File: config.mk
export PLATFORM = sky130hd
export DESIGN_NAME = simple_regex_stream_matcher
export DESIGN_NICKNAME = d
export VERILOG_FILES = /design/src/srsm_pkg.sv /design/src/srsm_regs.sv /design/src/srsm_core.sv /design/src/simple_regex_stream_matcher.sv
export SDC_FILE = /design/constraint.sdc
export NUM_CORES = 1
export LEC_CHECK = 0
export BUFFER_PORTS_ARGS = -buffer_cell sky130_fd_sc_hd__buf_2
export CAP_MARGIN = 0
export CORE_ASPECT_RATIO = 1.75
export CORE_MARGIN = 1
export CORE_UTILIZATION = 25
export DETAILED_ROUTE_END_ITERATION = 6
export PLACE_DENSITY = 0.41
export SKIP_CTS_REPAIR_TIMING = 1
export SYNTH_ARGS = -nofsm -noshare
export SYNTH_HDL_FRONTEND = slang
export SYNTH_SLANG_ARGS = --single-unit
File: constraint.sdc
create_clock -name clk -period 2.2 [get_ports clk]
set_input_delay 0.44 -clock clk [delete_from_list [all_inputs] [get_ports clk]]
set_output_delay 0.44 -clock clk [all_outputs]
set_load 0.01 [all_outputs]
File: src/srsm_pkg.sv
package srsm_pkg;

  localparam int PATTERN_MAX = 16;
  localparam int LEN_W = $clog2(PATTERN_MAX + 1);
  localparam int POS_W = PATTERN_MAX + 1;
  localparam int DATA_W = 64;
  localparam int ADDR_W = 6;

  localparam logic KIND_BYTE = 1'b0;
  localparam logic KIND_END  = 1'b1;

  typedef enum logic [2:0] {
    REG_PATTERN_LENGTH = 3'd0,
    REG_BYTES_LOW      = 3'd1,
    REG_BYTES_HIGH     = 3'd2,
    REG_ANY_BYTE_MASK  = 3'd3,
    REG_REPEAT_MASK    = 3'd4,
    REG_ANCHOR_START   = 3'd5,
    REG_ANCHOR_END     = 3'd6
  } reg_idx_t;

  typedef struct packed {
    logic [4:0]  pattern_length;
    logic [63:0] element_bytes_low;
    logic [63:0] element_bytes_high;
    logic [15:0] any_byte_mask;
    logic [15:0] repeat_mask;
    logic        anchor_start;
    logic        anchor_end;
  } cfg_t;

endpackage

File: src/srsm_regs.sv
module srsm_regs (
  input  logic                          clk,
  input  logic                          rst,
  input  logic                          psel,
  input  logic                          penable,
  input  logic                          pwrite,
  input  logic [srsm_pkg::ADDR_W-1:0]   paddr,
  input  logic [srsm_pkg::DATA_W-1:0]   pwdata,
  output logic [srsm_pkg::DATA_W-1:0]   prdata,
  output srsm_pkg::cfg_t                cfg
);

  logic            wr_en;
  logic [2:0]      idx;

  assign wr_en = psel && penable && pwrite;
  assign idx   = paddr[5:3];

  always_ff @(posedge clk) begin
    if (rst) begin
      cfg <= '0;
    end else if (wr_en) begin
      unique case (srsm_pkg::reg_idx_t'(idx))
        srsm_pkg::REG_PATTERN_LENGTH: cfg.pattern_length     <= pwdata[4:0];
        srsm_pkg::REG_BYTES_LOW:      cfg.element_bytes_low  <= pwdata;
        srsm_pkg::REG_BYTES_HIGH:     cfg.element_bytes_high <= pwdata;
        srsm_pkg::REG_ANY_BYTE_MASK:  cfg.any_byte_mask      <= pwdata[15:0];
        srsm_pkg::REG_REPEAT_MASK:    cfg.repeat_mask        <= pwdata[15:0];
        srsm_pkg::REG_ANCHOR_START:   cfg.anchor_start       <= pwdata[0];
        srsm_pkg::REG_ANCHOR_END:     cfg.anchor_end         <= pwdata[0];
        default: ;
      endcase
    end
  end

  always_comb begin
    prdata = '0;
    unique case (srsm_pkg::reg_idx_t'(idx))
      srsm_pkg::REG_PATTERN_LENGTH: prdata = {59'd0, cfg.pattern_length};
      srsm_pkg::REG_BYTES_LOW:      prdata = cfg.element_bytes_low;
      srsm_pkg::REG_BYTES_HIGH:     prdata = cfg.element_bytes_high;
      srsm_pkg::REG_ANY_BYTE_MASK:  prdata = {48'd0, cfg.any_byte_mask};
      srsm_pkg::REG_REPEAT_MASK:    prdata = {48'd0, cfg.repeat_mask};
      srsm_pkg::REG_ANCHOR_START:   prdata = {63'd0, cfg.anchor_start};
      srsm_pkg::REG_ANCHOR_END:     prdata = {63'd0, cfg.anchor_end};
      default:                      prdata = '0;
    endcase
  end

endmodule

File: src/srsm_core.sv
module srsm_core (
  input  logic           clk,
  input  logic           rst,
  input  srsm_pkg::cfg_t cfg,
  input  logic           step,
  input  logic           kind,
  input  logic [7:0]     text_byte,
  output logic           result
);

  logic [srsm_pkg::POS_W-1:0] active_positions;
  logic [srsm_pkg::POS_W-1:0] active_positions_next;
  logic                       found_so_far;
  logic                       found_so_far_next;
  logic                       before_first_byte;
  logic                       before_first_byte_next;

  logic [srsm_pkg::LEN_W-1:0] len;
  logic [srsm_pkg::POS_W-1:0] len_mask;
  logic [srsm_pkg::POS_W-1:0] seed;
  logic [srsm_pkg::POS_W-1:0] cur_set;
  logic [srsm_pkg::POS_W-1:0] next_set;
  logic [127:0]               elem_bytes;
  logic                       at_end;

  assign len = (cfg.pattern_length > srsm_pkg::LEN_W'(srsm_pkg::PATTERN_MAX)) ?
               srsm_pkg::LEN_W'(srsm_pkg::PATTERN_MAX) : cfg.pattern_length;
  assign elem_bytes = {cfg.element_bytes_high, cfg.element_bytes_low};

  always_comb begin
    for (int q = 0; q < srsm_pkg::POS_W; q++) begin
      len_mask[q] = (q <= int'(len));
    end
  end

  // a fresh start is injected unless anchored past the first byte
  assign seed = active_positions |
                {{(srsm_pkg::POS_W-1){1'b0}}, before_first_byte || !cfg.anchor_start};

  // skip closure: q reachable from any seeded p through a run of starred elements
  always_comb begin
    logic run;
    logic hit;
    for (int q = 0; q < srsm_pkg::POS_W; q++) begin
      run = 1'b1;
      hit = 1'b0;
      for (int p = q; p >= 0; p--) begin
        if (p < q) begin
          run = run & cfg.repeat_mask[p];
        end
        hit = hit | (seed[p] & run);
      end
      cur_set[q] = hit & len_mask[q];
    end
  end

  assign at_end = cur_set[len];

  always_comb begin
    logic hit;
    next_set = '0;
    for (int p = 0; p < srsm_pkg::PATTERN_MAX; p++) begin
      hit = cfg.any_byte_mask[p] || (elem_bytes[p*8 +: 8] == text_byte);
      if ((p < int'(len)) && cur_set[p] && hit) begin
        if (cfg.repeat_mask[p]) begin
          next_set[p] = 1'b1;
        end else begin
          next_set[p+1] = 1'b1;
        end
      end
    end
  end

  assign result = cfg.anchor_end ? at_end : (found_so_far | at_end);

  always_comb begin
    active_positions_next  = active_positions;
    found_so_far_next      = found_so_far;
    before_first_byte_next = before_first_byte;
    if (step) begin
      if (kind == srsm_pkg::KIND_END) begin
        active_positions_next  = '0;
        found_so_far_next      = 1'b0;
        before_first_byte_next = 1'b1;
      end else begin
        active_positions_next  = next_set;
        found_so_far_next      = found_so_far | (!cfg.anchor_end && at_end);
        before_first_byte_next = 1'b0;
      end
    end
  end

  always_ff @(posedge clk) begin
    if (rst) begin
      active_positions  <= '0;
      found_so_far      <= 1'b0;
      before_first_byte <= 1'b1;
    end else begin
      active_positions  <= active_positions_next;
      found_so_far      <= found_so_far_next;
      before_first_byte <= before_first_byte_next;
    end
  end

  a_end_clears: assert property (@(posedge clk) disable iff (rst)
    step && kind == srsm_pkg::KIND_END |=>
      active_positions == '0 && !found_so_far && before_first_byte)
    else $error("text state not cleared after end item");

  a_byte_leaves_start: assert property (@(posedge clk) disable iff (rst)
    step && kind == srsm_pkg::KIND_BYTE |=> !before_first_byte)
    else $error("start flag still set after a text byte");

  a_found_sticky: assert property (@(posedge clk) disable iff (rst)
    found_so_far && !(step && kind == srsm_pkg::KIND_END) |=> found_so_far)
    else $error("found flag dropped within a text");

  a_found_needs_end: assert property (@(posedge clk) disable iff (rst)
    step && kind == srsm_pkg::KIND_BYTE && !found_so_far && !at_end |=> !found_so_far)
    else $error("found flag set without a full match");

endmodule

File: src/simple_regex_stream_matcher.sv
// Streaming matcher for a small regular expression (literal bytes, '.', starred
// elements, start and end anchors) held in registers. One text byte is taken per
// cycle while no end item is held back. An item sits in the input register while
// the set of active positions is updated; an end item's result is then registered.
// A byte item gives no result; an end item gives one found bit and starts a new
// text. A waiting result holds back the next end item, and the items behind it,
// until the result is taken; text bytes ahead of that end item never wait.
// Write the pattern registers only while no text is in flight.
module simple_regex_stream_matcher (
  input  logic                        clk,
  input  logic                        rst,
  input  logic                        psel,
  input  logic                        penable,
  input  logic                        pwrite,
  input  logic [srsm_pkg::ADDR_W-1:0] paddr,
  input  logic [srsm_pkg::DATA_W-1:0] pwdata,
  output logic [srsm_pkg::DATA_W-1:0] prdata,
  output logic                        pready,
  input  logic                        in_valid,
  output logic                        in_ready,
  input  logic                        kind,
  input  logic [7:0]                  text_byte,
  output logic                        out_valid,
  input  logic                        out_ready,
  output logic                        found
);

  srsm_pkg::cfg_t cfg;
  logic           in_valid_q;
  logic           kind_q;
  logic [7:0]     byte_q;
  logic           step;
  logic           result;

  assign pready = 1'b1;

  srsm_regs u_regs (
    .clk     (clk),
    .rst     (rst),
    .psel    (psel),
    .penable (penable),
    .pwrite  (pwrite),
    .paddr   (paddr),
    .pwdata  (pwdata),
    .prdata  (prdata),
    .cfg     (cfg)
  );

  // an end item moves on only when the result slot is free or being emptied
  assign step = in_valid_q &&
                (kind_q == srsm_pkg::KIND_BYTE || !out_valid || out_ready);
  assign in_ready = !in_valid_q || step;

  always_ff @(posedge clk) begin
    if (rst) begin
      in_valid_q <= 1'b0;
    end else if (in_ready) begin
      in_valid_q <= in_valid;
    end
  end

  always_ff @(posedge clk) begin
    if (in_ready && in_valid) begin
      kind_q <= kind;
      byte_q <= text_byte;
    end
  end

  srsm_core u_core (
    .clk       (clk),
    .rst       (rst),
    .cfg       (cfg),
    .step      (step),
    .kind      (kind_q),
    .text_byte (byte_q),
    .result    (result)
  );

  always_ff @(posedge clk) begin
    if (rst) begin
      out_valid <= 1'b0;
    end else if (step && kind_q == srsm_pkg::KIND_END) begin
      out_valid <= 1'b1;
    end else if (out_ready) begin
      out_valid <= 1'b0;
    end
  end

  always_ff @(posedge clk) begin
    if (step && kind_q == srsm_pkg::KIND_END) begin
      found <= result;
    end
  end

  a_empty_ready: assert property (@(posedge clk) disable iff (rst)
    !in_valid_q |-> in_ready)
    else $error("input stage empty but not ready");

  a_end_blocked: assert property (@(posedge clk) disable iff (rst)
    in_valid_q && kind_q == srsm_pkg::KIND_END && out_valid && !out_ready |-> !in_ready)
    else $error("end item passed a stalled result");

  a_result_from_end: assert property (@(posedge clk) disable iff (rst)
    $rose(out_valid) |-> $past(step) && $past(kind_q) == srsm_pkg::KIND_END)
    else $error("result without an end item");

endmodule
# ---- Word-level counts from Yosys, hierarchy flattened
# Cells that the tools add are included.
dict set report word_totals {
  in_bits 86
  out_inout_bits 68
  reg_bits 198
  elab_cells 612
}
dict set report classes {
  bitwise 412
  mux 58
  reduce_logical 71
  eq_ne 22
  magnitude_cmp 34
}
# operator count
set ops {}
lappend ops {{$pmux W64 S7} 1}
lappend ops {{$and A1 B1 Y1} 272}
lappend ops {{$or A1 B1 Y1} 138}
lappend ops {{$eq A8 B8 Y1} 16}
lappend ops {{$le A4 B5 Y1 const A} 8}
lappend ops {{$lt A4 B5 Y1 const A} 8}
lappend ops {{$logic_and A1 B1 Y1} 38}
lappend ops {{$mux W1} 38}
lappend ops {{$mux W2} 16}
lappend ops {{$le A3 B5 Y1 const A} 4}
lappend ops {{$logic_or A1 B1 Y1} 20}
lappend ops {{$lt A3 B5 Y1 const A} 4}
lappend ops {{$mux W17} 1}
lappend ops {{$or A17 B1 Y17} 1}
lappend ops {{$reduce_and A2 Y1} 7}
lappend ops {{$le A2 B5 Y1 const A} 2}
lappend ops {{$lt A1 B5 Y1 const A} 2}
lappend ops {{$lt A2 B5 Y1 const A} 2}
lappend ops {{$eq A3 B3 Y1 const B} 3}
lappend ops {{$eq A3 B2 Y1 const B} 2}
lappend ops {{$lt A5 B6 Y1 const B} 1}
lappend ops {{$bmux W1 S5} 1}
lappend ops {{$gt A5 B5 Y1 const B} 1}
lappend ops {{$le A1 B5 Y1 const A} 1}
lappend ops {{other kinds (7)} 10}

# ---- Longest topological paths before layout
# Gate-level depths: netlist of run 1.
dict set report logic_depth {
  word_depth 38
  mapped_depth 9
  mapped_depth_nobuf 7
}

# ---- Cells and area by module
# Synthesis of run 1 repeated with hierarchy kept, for this count alone.
dict set report hier_totals {
  cells_unflattened 1321
  area_unflattened_um2 11061.9
}
# mod seq_area_each_um2 instances cells_each area_each_um2
set by_module_without_submodules {}
lappend by_module_without_submodules {srsm_regs 3343.2 1 852 7430.9}
lappend by_module_without_submodules {srsm_core 380.4 1 445 3215.6}
lappend by_module_without_submodules {simple_regex_stream_matcher 340.3 1 24 415.4}

# ---- Worst setup path after synthesis of run 1
# Ideal clock, no wire load.
dict set report synth_path {
  path_kind {input-to-output}
  from {input port paddr[5] in the netlist's numbering}
  to {output port prdata[10] in the netlist's numbering}
  required_time_ps 1760
  path_slack_ps -160
  stages 8
  t_arrival_ps 1920
  path_buffers 4
  cell_sequence {clkbuf_1 -> nor2_1 -> and2_1 -> clkbuf_1 -> clkbuf_1 -> buf_1 -> a22oi_1 -> nand2_1}
}
dict set report synth_via {
  elab_chain_len 2
  elab_cells_between_ends 8
  classes_between {eq/ne (6); mux (1); reduce/logical (1)}
}
# item line_no
set synth_lines {}
lappend synth_lines {{start: declaration} simple_regex_stream_matcher.sv:15} ;# input logic [srsm_pkg::ADDR_W-1:0] paddr,
lappend synth_lines {{$eq A3 B3 Y1, or another cell as far along} srsm_regs.sv:38} ;# unique case (srsm_pkg::reg_idx_t'(idx))
lappend synth_lines {{$pmux W64 S7 *} srsm_regs.sv:38}
lappend synth_lines {{end: declaration} simple_regex_stream_matcher.sv:17} ;# output logic [srsm_pkg::DATA_W-1:0] prdata,
# Every way passes the cells marked *; elsewhere a longest branch is shown, timed or not.

# ---- Final worst setup path of run 1
dict set report layout_path {
  from {register u_regs.cfg[3] (netlist name)}
  to {register found (data pin)}
}
dict set report layout_via {
  elab_chain_len 9
  elab_cells_between_ends 108
  classes_between {mux (3); bitwise (105)}
}
# item line_no
set layout_lines {}
lappend layout_lines {{$and A1 B1 Y1} srsm_core.sv:49} ;# run = run & cfg.repeat_mask[p];
lappend layout_lines {{$and A1 B1 Y1 (on tied branches)} {srsm_core.sv:51, srsm_core.sv:49}}
lappend layout_lines {{$or A1 B1 Y1 / $and A1 B1 Y1 (equally long branches)} srsm_core.sv:51} ;# hit = hit | (seed[p] & run);
lappend layout_lines {{$or A1 B1 Y1} srsm_core.sv:51}
lappend layout_lines {{$and A1 B1 Y1} srsm_core.sv:53} ;# cur_set[q] = hit & len_mask[q];
lappend layout_lines {{$bmux W1 S5 *} srsm_core.sv:57} ;# assign at_end = cur_set[len];
lappend layout_lines {{$mux W1 (not written as such) *} srsm_core.sv:57}
lappend layout_lines {{$or A1 B1 Y1} srsm_core.sv:74} ;# assign result = cfg.anchor_end ? at_end : (found_so_far | at_end);
lappend layout_lines {{$mux W1 *} srsm_core.sv:74}
lappend layout_lines {{net result} simple_regex_stream_matcher.sv:33} ;# logic result;
lappend layout_lines {{end signal: assignment} simple_regex_stream_matcher.sv:91} ;# found <= result;
lappend layout_lines {{end: declaration} simple_regex_stream_matcher.sv:25} ;# output logic found
# The timed path passes the listed nets; every way through them passes the cells marked *. The select of a mux whose other input is x is not followed.
# A chain may end at the register's enable or synchronous reset.

==> metrics.md, run 1 <==
| Metric | Value |
|---|---|
| Status | complete, but fails checks |
| Violations in the final reports | negative setup slack |
| Per-cell via count in the routed design | 4.979 |
| Setup_tns | -0.03396 ns |
| Worst endpoint data arrival time | 2.43 ns |
| Num Clock Sinks | 198 |
| Via total after detailed routing | 10050 |
| Clock share of power | 43.3% |
| Peak supply drop | 0.3816 mV |
| Worst path buffer plus inverter count | 1 |
| Cell count along the critical path | 8 |
| Number of rows in the core area | 97 |
| Chip Width | 154.1 um |
| Worst clock skew | 0.01106 ns |
| Yosys warning total | 0 |
| Number of buffers on the longest clock path | 2 |
| Final setup viols | 2 |
| Number of synthesized flops with an enable pin | 10 |
| Int Power | 0.005737 W |
| Antenna viol nets, final | 0 |
| Vias in the first global route | 9897 |
| Max capacitance violation total | 0 |
| Type of element capturing the critical path | register |
| Power per Cell Area | 585.4 mW/mm2 |
| Switching power summed over all nets | 0.002018 W |
| Share of total power consumed by net switching | 26.02% |
| Part of the power in combinational logic | 9.2% |
| Weighted congestion at the end of routability-driven global placement | 0.8746 |
| Slowest cell on crit path | sky130_fd_sc_hd__dfxtp_4 |
| Worst stage delay on the critical path | 0.37 ns |
| TritonCTS clock tree | done |
| Input/output buffers | 149 |
| Pin count of the biggest net entering global routing | 176 |
| Largest register FFs | 167 |
| Cell count of the worst reg-to-reg path | 8 |
| Register ranked first by flip-flop count | u_regs.cfg |
| Minimum clock period after layout | 2.224 ns |
| Relative contribution of sequential cells to total power | 47.5% |
| Sequential share of the synthesized area | 40.15% |
| Cell class contributing the biggest share of worst-path delay | compound AO/OA/AOI/OAI gates |
| Count of nets after finishing | 1596 |
| Iter 0 DRT Violations | 534 |
| Drt total wl | 41.36 mm |
| Number of buffers created by CTS | 17 |
| Remaining routing DRC violations | 0 |
| Core area | 0.03993 mm2 |
| Mean routed wirelength per cell | 20.50 um |
| Final std cell area, no fill | 0.01325 mm2 |
| Starting utilization of the core area | 25.35% |
| Share of the synthesized area in the top cell type | 37.19% |
| Avg Synthesized Cell Area | 7.750 um2 |
| Asr flop ratio synth | 0% |
| Met1 Usage GRT | 21.85% |
| Top Registers | u_regs.cfg (167), u_core.active_positions (17), byte_q (8) |
| Number of levels in the clock H-tree | 4 |
| Worst relative slew slack | 40.96% |
| Worst EP required | 2.41 ns |
| Worst slack after detailed placement | -0.3918 ns |
| Core Util, Final | 33.17% |
| Count of placed standard cells in the final layout, fillers left out | 2018 |
| Congestion Overflow GR | 0 |
| Most Crowded Layer GR | met2 |
| Placed cells | 1968 |
| Die outline height | 268.2 um |
| Crit Path Class | reg -> reg |
| Synthesized area | 0.01012 mm2 |
| Total routing usage reported by global routing | 20.00% |
| Number of cells on the worst hold path | 1 |
| Root Driver | sky130_fd_sc_hd__clkbuf_16 |
| Type of element launching the critical path | register |
| Global-route track usage on met2 | 37.70% |
| Fraction of layout cells with a size suffix above 1 | 24.36% |
| Post-Synthesis Cells | 1306 |
| First-pass GRT wire length | 61.17 mm |
| Path class of the lowest-slack min-delay path | in -> reg |
| Leading area contributor after synthesis | sky130_fd_sc_hd__dfxtp_1 |
| Final HPWL DP | 29.96 mm |
| Top flip-flop cell by instance count after synthesis | sky130_fd_sc_hd__dfxtp_1 |
| Die Footprint | 0.04132 mm2 |
| Ordered cell list for the critical path | a211oi_4, o21ai_4, buf_6, a211o_1, o211ai_1, a221o_1, a32o_2, nand3_2 |
| Hold Fails Final Rpt | 0 |
| Worst Tran Pin Value | 0.8857 ns |
| Unrepaired setup endpoints after global routing | yes |
| Max frequency | 449.7 MHz |
| Tcrit/Tclk final | 101.1% |
| Worst skew pair latency | 0.45 ns |
| Top post-synthesis cells by area | sky130_fd_sc_hd__dfxtp_1 (37%), sky130_fd_sc_hd__nand2_1 (13%), sky130_fd_sc_hd__a21oi_1 (9.4%) |
| Clock transition time at the flip-flop clock pins of the worst setup and hold paths | 0.08 ns |
| Nets in the synthesized netlist | 1392 |
| Placed instance area | 0.01226 mm2 |
| Number of diodes | 0 |
| Fin. max-slew vios | 0 |
| Post-route worst setup slack | -0.02359 ns |
| Met3 Resource Use GR | 2.854% |
| First-pass iteration count of the detailed router | 5 |
| Critical Path Fanout Max | 5 |
| Post-synthesis to final-layout area growth | 30.87% |
| I/O pin total | 154 |
| Antenna violations before repair | 0 |
| FF+latch count, synth | 198 |
| Leakage power | 5.178 nW |
| Distinct cell type count of the synthesized netlist | 62 |
cell type report:
class,instances,area (um2)
clock inverter,13,168.9
multi-input combinational,988,5803
timing repair buffer,283,2062
clock buffer,19,432.9
tap,495,619.3
inverter,22,82.58
fill,4273,26680
sequential,198,4076
cells in the mapped netlist, types with 3 or more instances:
cell type / count
sky130_fd_sc_hd__a22oi_1: 31
sky130_fd_sc_hd__and3_1: 4
sky130_fd_sc_hd__nand3_1: 14
sky130_fd_sc_hd__o22ai_1: 6
sky130_fd_sc_hd__and2_1: 4
sky130_fd_sc_hd__a21o_1: 5
sky130_fd_sc_hd__a21oi_1: 190
sky130_fd_sc_hd__a22o_1: 53
sky130_fd_sc_hd__nor3_1: 6
sky130_fd_sc_hd__o211ai_1: 5
sky130_fd_sc_hd__a41oi_1: 3
sky130_fd_sc_hd__buf_2: 10
sky130_fd_sc_hd__mux2i_1: 6
sky130_fd_sc_hd__dfxtp_1: 188
sky130_fd_sc_hd__clkbuf_1: 80
sky130_fd_sc_hd__nor2_1: 48
sky130_fd_sc_hd__a31oi_1: 7
sky130_fd_sc_hd__o21a_1: 4
sky130_fd_sc_hd__nor4_1: 25
sky130_fd_sc_hd__edfxtp_1: 10
sky130_fd_sc_hd__xor2_1: 96
sky130_fd_sc_hd__nand2_1: 359
sky130_fd_sc_hd__mux4_2: 4
sky130_fd_sc_hd__nor2b_1: 6
sky130_fd_sc_hd__inv_1: 21
sky130_fd_sc_hd__nand2b_1: 6
sky130_fd_sc_hd__nand4_1: 10
sky130_fd_sc_hd__o21ai_0: 14
sky130_fd_sc_hd__xnor2_1: 32
sky130_fd_sc_hd__buf_1: 6
sky130_fd_sc_hd__a211oi_1: 5
sky130_fd_sc_hd__o21ai_1: 7
sky130_fd_sc_hd__a32oi_1: 3
routing by layer:
metal  part of all wire (%)  routed length, um
met5                      0                  0
met2                     54              22260
met1                     39              16070
met3                    3.1               1297
met4                    4.2               1734
power groups by stage:
stage	registers (W)	clock network, W	logic [W]
6_report	0.00368	0.00336	0.000713
5_1_grt	0.00369	0.00359	0.000763
4_1_cts	0.00369	0.00347	0.000666
3_5_place_dp	0.00377	0	0.000664
3_3_place_gp	0.00377	0	0.000664
2_1_floorplan	0.00375	0	0.000321
layout by cell type, fill, tap and decap left out, drive strengths merged, types with 5 or more instances in the layout:
| cell type | instances |
|---|---|
| nor4 | 25 |
| clkinv | 5 |
| a22oi | 31 |
| dfxtp | 188 |
| inv | 27 |
| nand4 | 10 |
| a22o | 53 |
| o22ai | 6 |
| nand2b | 6 |
| buf | 282 |
| o211ai | 5 |
| nand2 | 360 |
| nor3 | 6 |
| clkbuf | 20 |
| edfxtp | 10 |
| nor2 | 48 |
| mux2i | 6 |
| a21oi | 191 |
| nand3 | 14 |
| a21o | 5 |
| xnor2 | 32 |
| a211oi | 6 |
| nor2b | 6 |
| xor2 | 96 |
| a31oi | 7 |
| o21ai | 22 |
metrics by stage:
stage,power (W),hold slack (ns)
CTS,0.007820,0.1397
detailed placement,0.004436,0.4664
finish,0.007754,0.1624
floorplan,0.004074,0.4340
global placement,0.004436,0.4552
global route,0.008041,0.1389
cell families after synthesis:
| group | synth area share, % |
|---|---|
| mux | 1.706 |
| simple gates | 19.95 |
| xor+xnor | 11.08 |
| compound gates | 22.45 |
| other cells | 0.03705 |
| flops | 40.15 |
| buf+inv | 4.624 |
worst paths after layout:
| check | to | start | slack [ns] |
|---|---|---|---|
| worst max-delay path | found | u_regs.cfg[3] | -0.02 |
| worst min-delay path | byte_q[6] | text_byte[6] | 0.16 |
| worst max register to register | found | u_regs.cfg[3] | -0.02 |
| worst min register to register | u_regs.cfg[33] | u_regs.cfg[33] | 0.48 |
(Power assumes the default switching activity.)
==> inputs of run 2 (changes only) <==
--- a/config.mk
+++ b/config.mk
@@ -5,6 +5,7 @@
 export SDC_FILE = /design/constraint.sdc
 export NUM_CORES = 1
 export LEC_CHECK = 0
+export ABC_AREA = 1
 export BUFFER_PORTS_ARGS = -buffer_cell sky130_fd_sc_hd__buf_2
 export CAP_MARGIN = 0
 export CORE_ASPECT_RATIO = 1.75
==> run 2 against run 1 <==
Effect of this change:
- the run now ends clean
- hold slack lost 0.012 ns
- highest routed layer is now met5
- cell count grew 12%
- largest cell class unchanged
- global-route usage grew 1.7 points
==> metrics.md, run 2 <==
| Metric | Value |
|---|---|
| Avg Synthesized Cell Area | 7.169 um2 |
| Top post-synthesis cells by area | sky130_fd_sc_hd__dfxtp_1 (35%), sky130_fd_sc_hd__o21ai_0 (9.2%), sky130_fd_sc_hd__nor2_1 (8.3%) |
| Leading area contributor after synthesis | sky130_fd_sc_hd__dfxtp_1 |
| Post-route worst setup slack | 0.01815 ns |
| Sequential share of the synthesized area | 38.30% |
| Switching power summed over all nets | 0.002132 W |
| Worst slack after detailed placement | -0.1996 ns |
| Starting utilization of the core area | 25.42% |
| Post-Synth Adder-Cell Area | 0% |
| Tcrit/Tclk final | 99.17% |
| Yosys warning total | 0 |
| Top Registers | u_regs.cfg (167), u_core.active_positions (17), byte_q (8) |
| Largest register FFs | 167 |
| Leakage power | 5.844 nW |
| Die outline height | 274.5 um |
| Drt total wl | 46.90 mm |
| Int Power | 0.005790 W |
| Number of diodes | 0 |
| Slowest cell on crit path | sky130_fd_sc_hd__edfxtp_1 |
| Number of cells on the worst hold path | 1 |
| Launch point of the worst reg-to-reg path | byte_q[3] |
| I/O pin total | 154 |
| Total routing usage reported by global routing | 21.66% |
| Vias in the first global route | 10590 |
| Chip Width | 157.7 um |
| Top flip-flop cell by instance count after synthesis | sky130_fd_sc_hd__dfxtp_1 |
| Remaining routing DRC violations | 0 |
| Peak supply drop | 0.4668 mV |
| Die Footprint | 0.04330 mm2 |
| Crit Path Class | reg -> reg |
| Critical path's most frequent cell | sky130_fd_sc_hd__nand2_1 |
| Register ranked first by flip-flop count | u_regs.cfg |
| Most repeated cell in the gate-level netlist after synthesis | sky130_fd_sc_hd__nor2_1 |
| Path class of the lowest-slack min-delay path | in -> reg |
| Hold Path Sink | kind_q |
| Proportion of synthesized area in mux cells | 0% |
| Power per Cell Area | 579.9 mW/mm2 |
| Placed instance area | 0.01279 mm2 |
| Ordered cell list for the critical path | buf_6, nand2_1, nand4_1, nor3_4, buf_4, a21oi_1, nor2_1, nand2_1, o21ai_1, nand2_1, a21oi_1 |
| Worst skew pair latency | 0.46 ns |
| Worst clock skew | 0.01365 ns |
| Worst EP required | 2.60 ns |
| FF-to-FF setup slack | 0.02 ns |
| Congestion Overflow GR | 0 |
| End of the worst register-to-register path | u_core.active_positions[11] |
| Number of levels in the clock H-tree | 4 |
| Antenna viol nets, final | 0 |
| FF+latch count, synth | 198 |
| Fin. max-slew vios | 0 |
| Asr flop ratio synth | 0% |
| Nets in the synthesized netlist | 1566 |
| Hold Fails Final Rpt | 0 |
| Number of buffers on the longest clock path | 2 |
| Share of the synthesized area in the top cell type | 35.47% |
| Num Clock Sinks | 198 |
| Number of buffers created by CTS | 17 |
| Number of synthesized flops with an enable pin | 10 |
| Clock transition time at the flip-flop clock pins of the worst setup and hold paths | 0.08 ns |
| Worst Hold Margin | 0.1503 ns |
| Minimum clock period after layout | 2.182 ns |
| Dominant combinational cell family by area after synthesis | simple AND/OR/NAND/NOR gates |
| Unrepaired setup endpoints after global routing | yes |
| Count of nets after finishing | 1782 |
| Final setup viols | 0 |
| Via total after detailed routing | 10940 |
| Type of element capturing the critical path | register |
| Worst relative slew slack | 66.70% |
| Cell count of the worst reg-to-reg path | 11 |
| Number of rows in the core area | 99 |
| Relative contribution of sequential cells to total power | 46.9% |
| Type of element launching the critical path | register |
| Hold path startpoint | kind |
| Mean routed wirelength per cell | 20.72 um |
| Clock share of power | 42.6% |
| Pin count of the biggest net entering global routing | 69 |
| Weighted congestion at the end of routability-driven global placement | 0.9230 |
| Critical Path Fanout Max | 8 |
| Fraction of layout cells with a size suffix above 1 | 22.29% |
| Final std cell area, no fill | 0.01366 mm2 |
| Max frequency | 458.3 MHz |
| Per-cell via count in the routed design | 4.833 |
| First-pass iteration count of the detailed router | 4 |
| Max capacitance violation total | 0 |
| TritonCTS clock tree | done |
| Post-synthesis to final-layout area growth | 28.74% |
| Synthesized area | 0.01061 mm2 |
| Core area | 0.04174 mm2 |
| Root Driver | sky130_fd_sc_hd__clkbuf_16 |
| Layout fillers | 4558 |
| First-pass GRT wire length | 67.85 mm |
| Synthesized-area fraction occupied by xor and xnor cells | 8.337% |
| Worst Tran Pin Value | 0.4987 ns |
| Compound-gate portion of the synthesized area | 21.79% |
| Input/output buffers | 149 |
| Leading post-synthesis cells by instance count | sky130_fd_sc_hd__nor2_1 (235), sky130_fd_sc_hd__nand2_1 (195), sky130_fd_sc_hd__o21ai_0 (194) |
| Share of total power consumed by net switching | 26.92% |
| Worst endpoint data arrival time | 2.58 ns |
| Antenna violations before repair | 2 |
| Commonest non-fill, non-tap cell in the layout | sky130_fd_sc_hd__nor2_1 |
| Final HPWL DP | 35.26 mm |
| Simple-gate share of the synthesized area | 22.48% |
| Iter 0 DRT Violations | 449 |
| Distinct cell type count of the synthesized netlist | 46 |
| Part of the power in combinational logic | 10.5% |
| Worst stage delay on the critical path | 0.50 ns |
| Most frequent cells in the layout | sky130_fd_sc_hd__nor2_1 (233), sky130_fd_sc_hd__nand2_1 (194), sky130_fd_sc_hd__o21ai_0 (190) |
| Status | completed |
| Post-Synthesis Cells | 1480 |
-- run 2: cell type report --
cell class / instances / area (um2) / share of cell area, %
multi-input combinational: 1062 / 5709 / 41.80
inverter: 132 / 504.2 / 3.691
sequential: 198 / 4070 / 29.80
clock inverter: 13 / 172.7 / 1.264
timing repair buffer: 285 / 2076 / 15.20
clock buffer: 19 / 432.9 / 3.169
tap: 555 / 694.4 / 5.084
-- run 2: worst max path at each step --
stage	from	to	slack, ns	depth (start not counted)
floorplan	paddr[5]	prdata[33]	0.21	6
global placement	byte_q[3]	u_core.active_positions[11]	-0.23	11
detailed placement	byte_q[3]	u_core.active_positions[11]	-0.20	11
CTS	byte_q[3]	u_core.active_positions[11]	-0.21	11
global route	byte_q[3]	u_core.active_positions[11]	-0.1	11
finish	byte_q[3]	u_core.active_positions[11]	0.02	11
-- run 2: per-stage QoR --
step / std cells / total power, W / util, % / TNS (ns)
4_1_cts: 2253 / 0.007972 / 32.10 / -0.6226
2_1_floorplan: 1480 / 0.004188 / - / 0
3_3_place_gp: 2221 / 0.004607 / 30.65 / -0.5385
6_report: 2264 / 0.007922 / 32.72 / 0
3_5_place_dp: 2221 / 0.004605 / 30.65 / -0.4746
5_1_grt: 2264 / 0.008216 / 32.72 / -0.1765
-- run 2: routing by layer --
layer  GRT usage (%)  wire (um)
met1           22.87      17550
met2           42.13      26140
met3           2.529       1354
met4           9.172       1824
met5               0         23
-- run 2: cell families after synthesis --
family | after synthesis
AOI/OAI and AO/OA | 409
DFF | 198
other | 1
buffers and inverters | 220
xor gates and xnor gates | 101
and+or+nand+nor | 551
-- run 2: worst max-delay path: cells and delay by family (launching register included) --
kind | cells | cell delay (ns)
AND/OR/NAND/NOR | 6 | 0.87
buffers and inverters | 2 | 0.36
flip-flops | 1 | 0.50
AO/OA/AOI/OAI | 3 | 0.39
-- run 2: power groups by stage --
| stage | Sequential, W | Clock, W | Combinational, W |
|---|---|---|---|
| 2_1_floorplan | 0.00378 | 0 | 0.000409 |
| 3_3_place_gp | 0.00380 | 0 | 0.000808 |
| 3_5_place_dp | 0.00380 | 0 | 0.000806 |
| 4_1_cts | 0.00371 | 0.00345 | 0.000809 |
| 5_1_grt | 0.00372 | 0.00360 | 0.000900 |
| 6_report | 0.00371 | 0.00337 | 0.000835 |
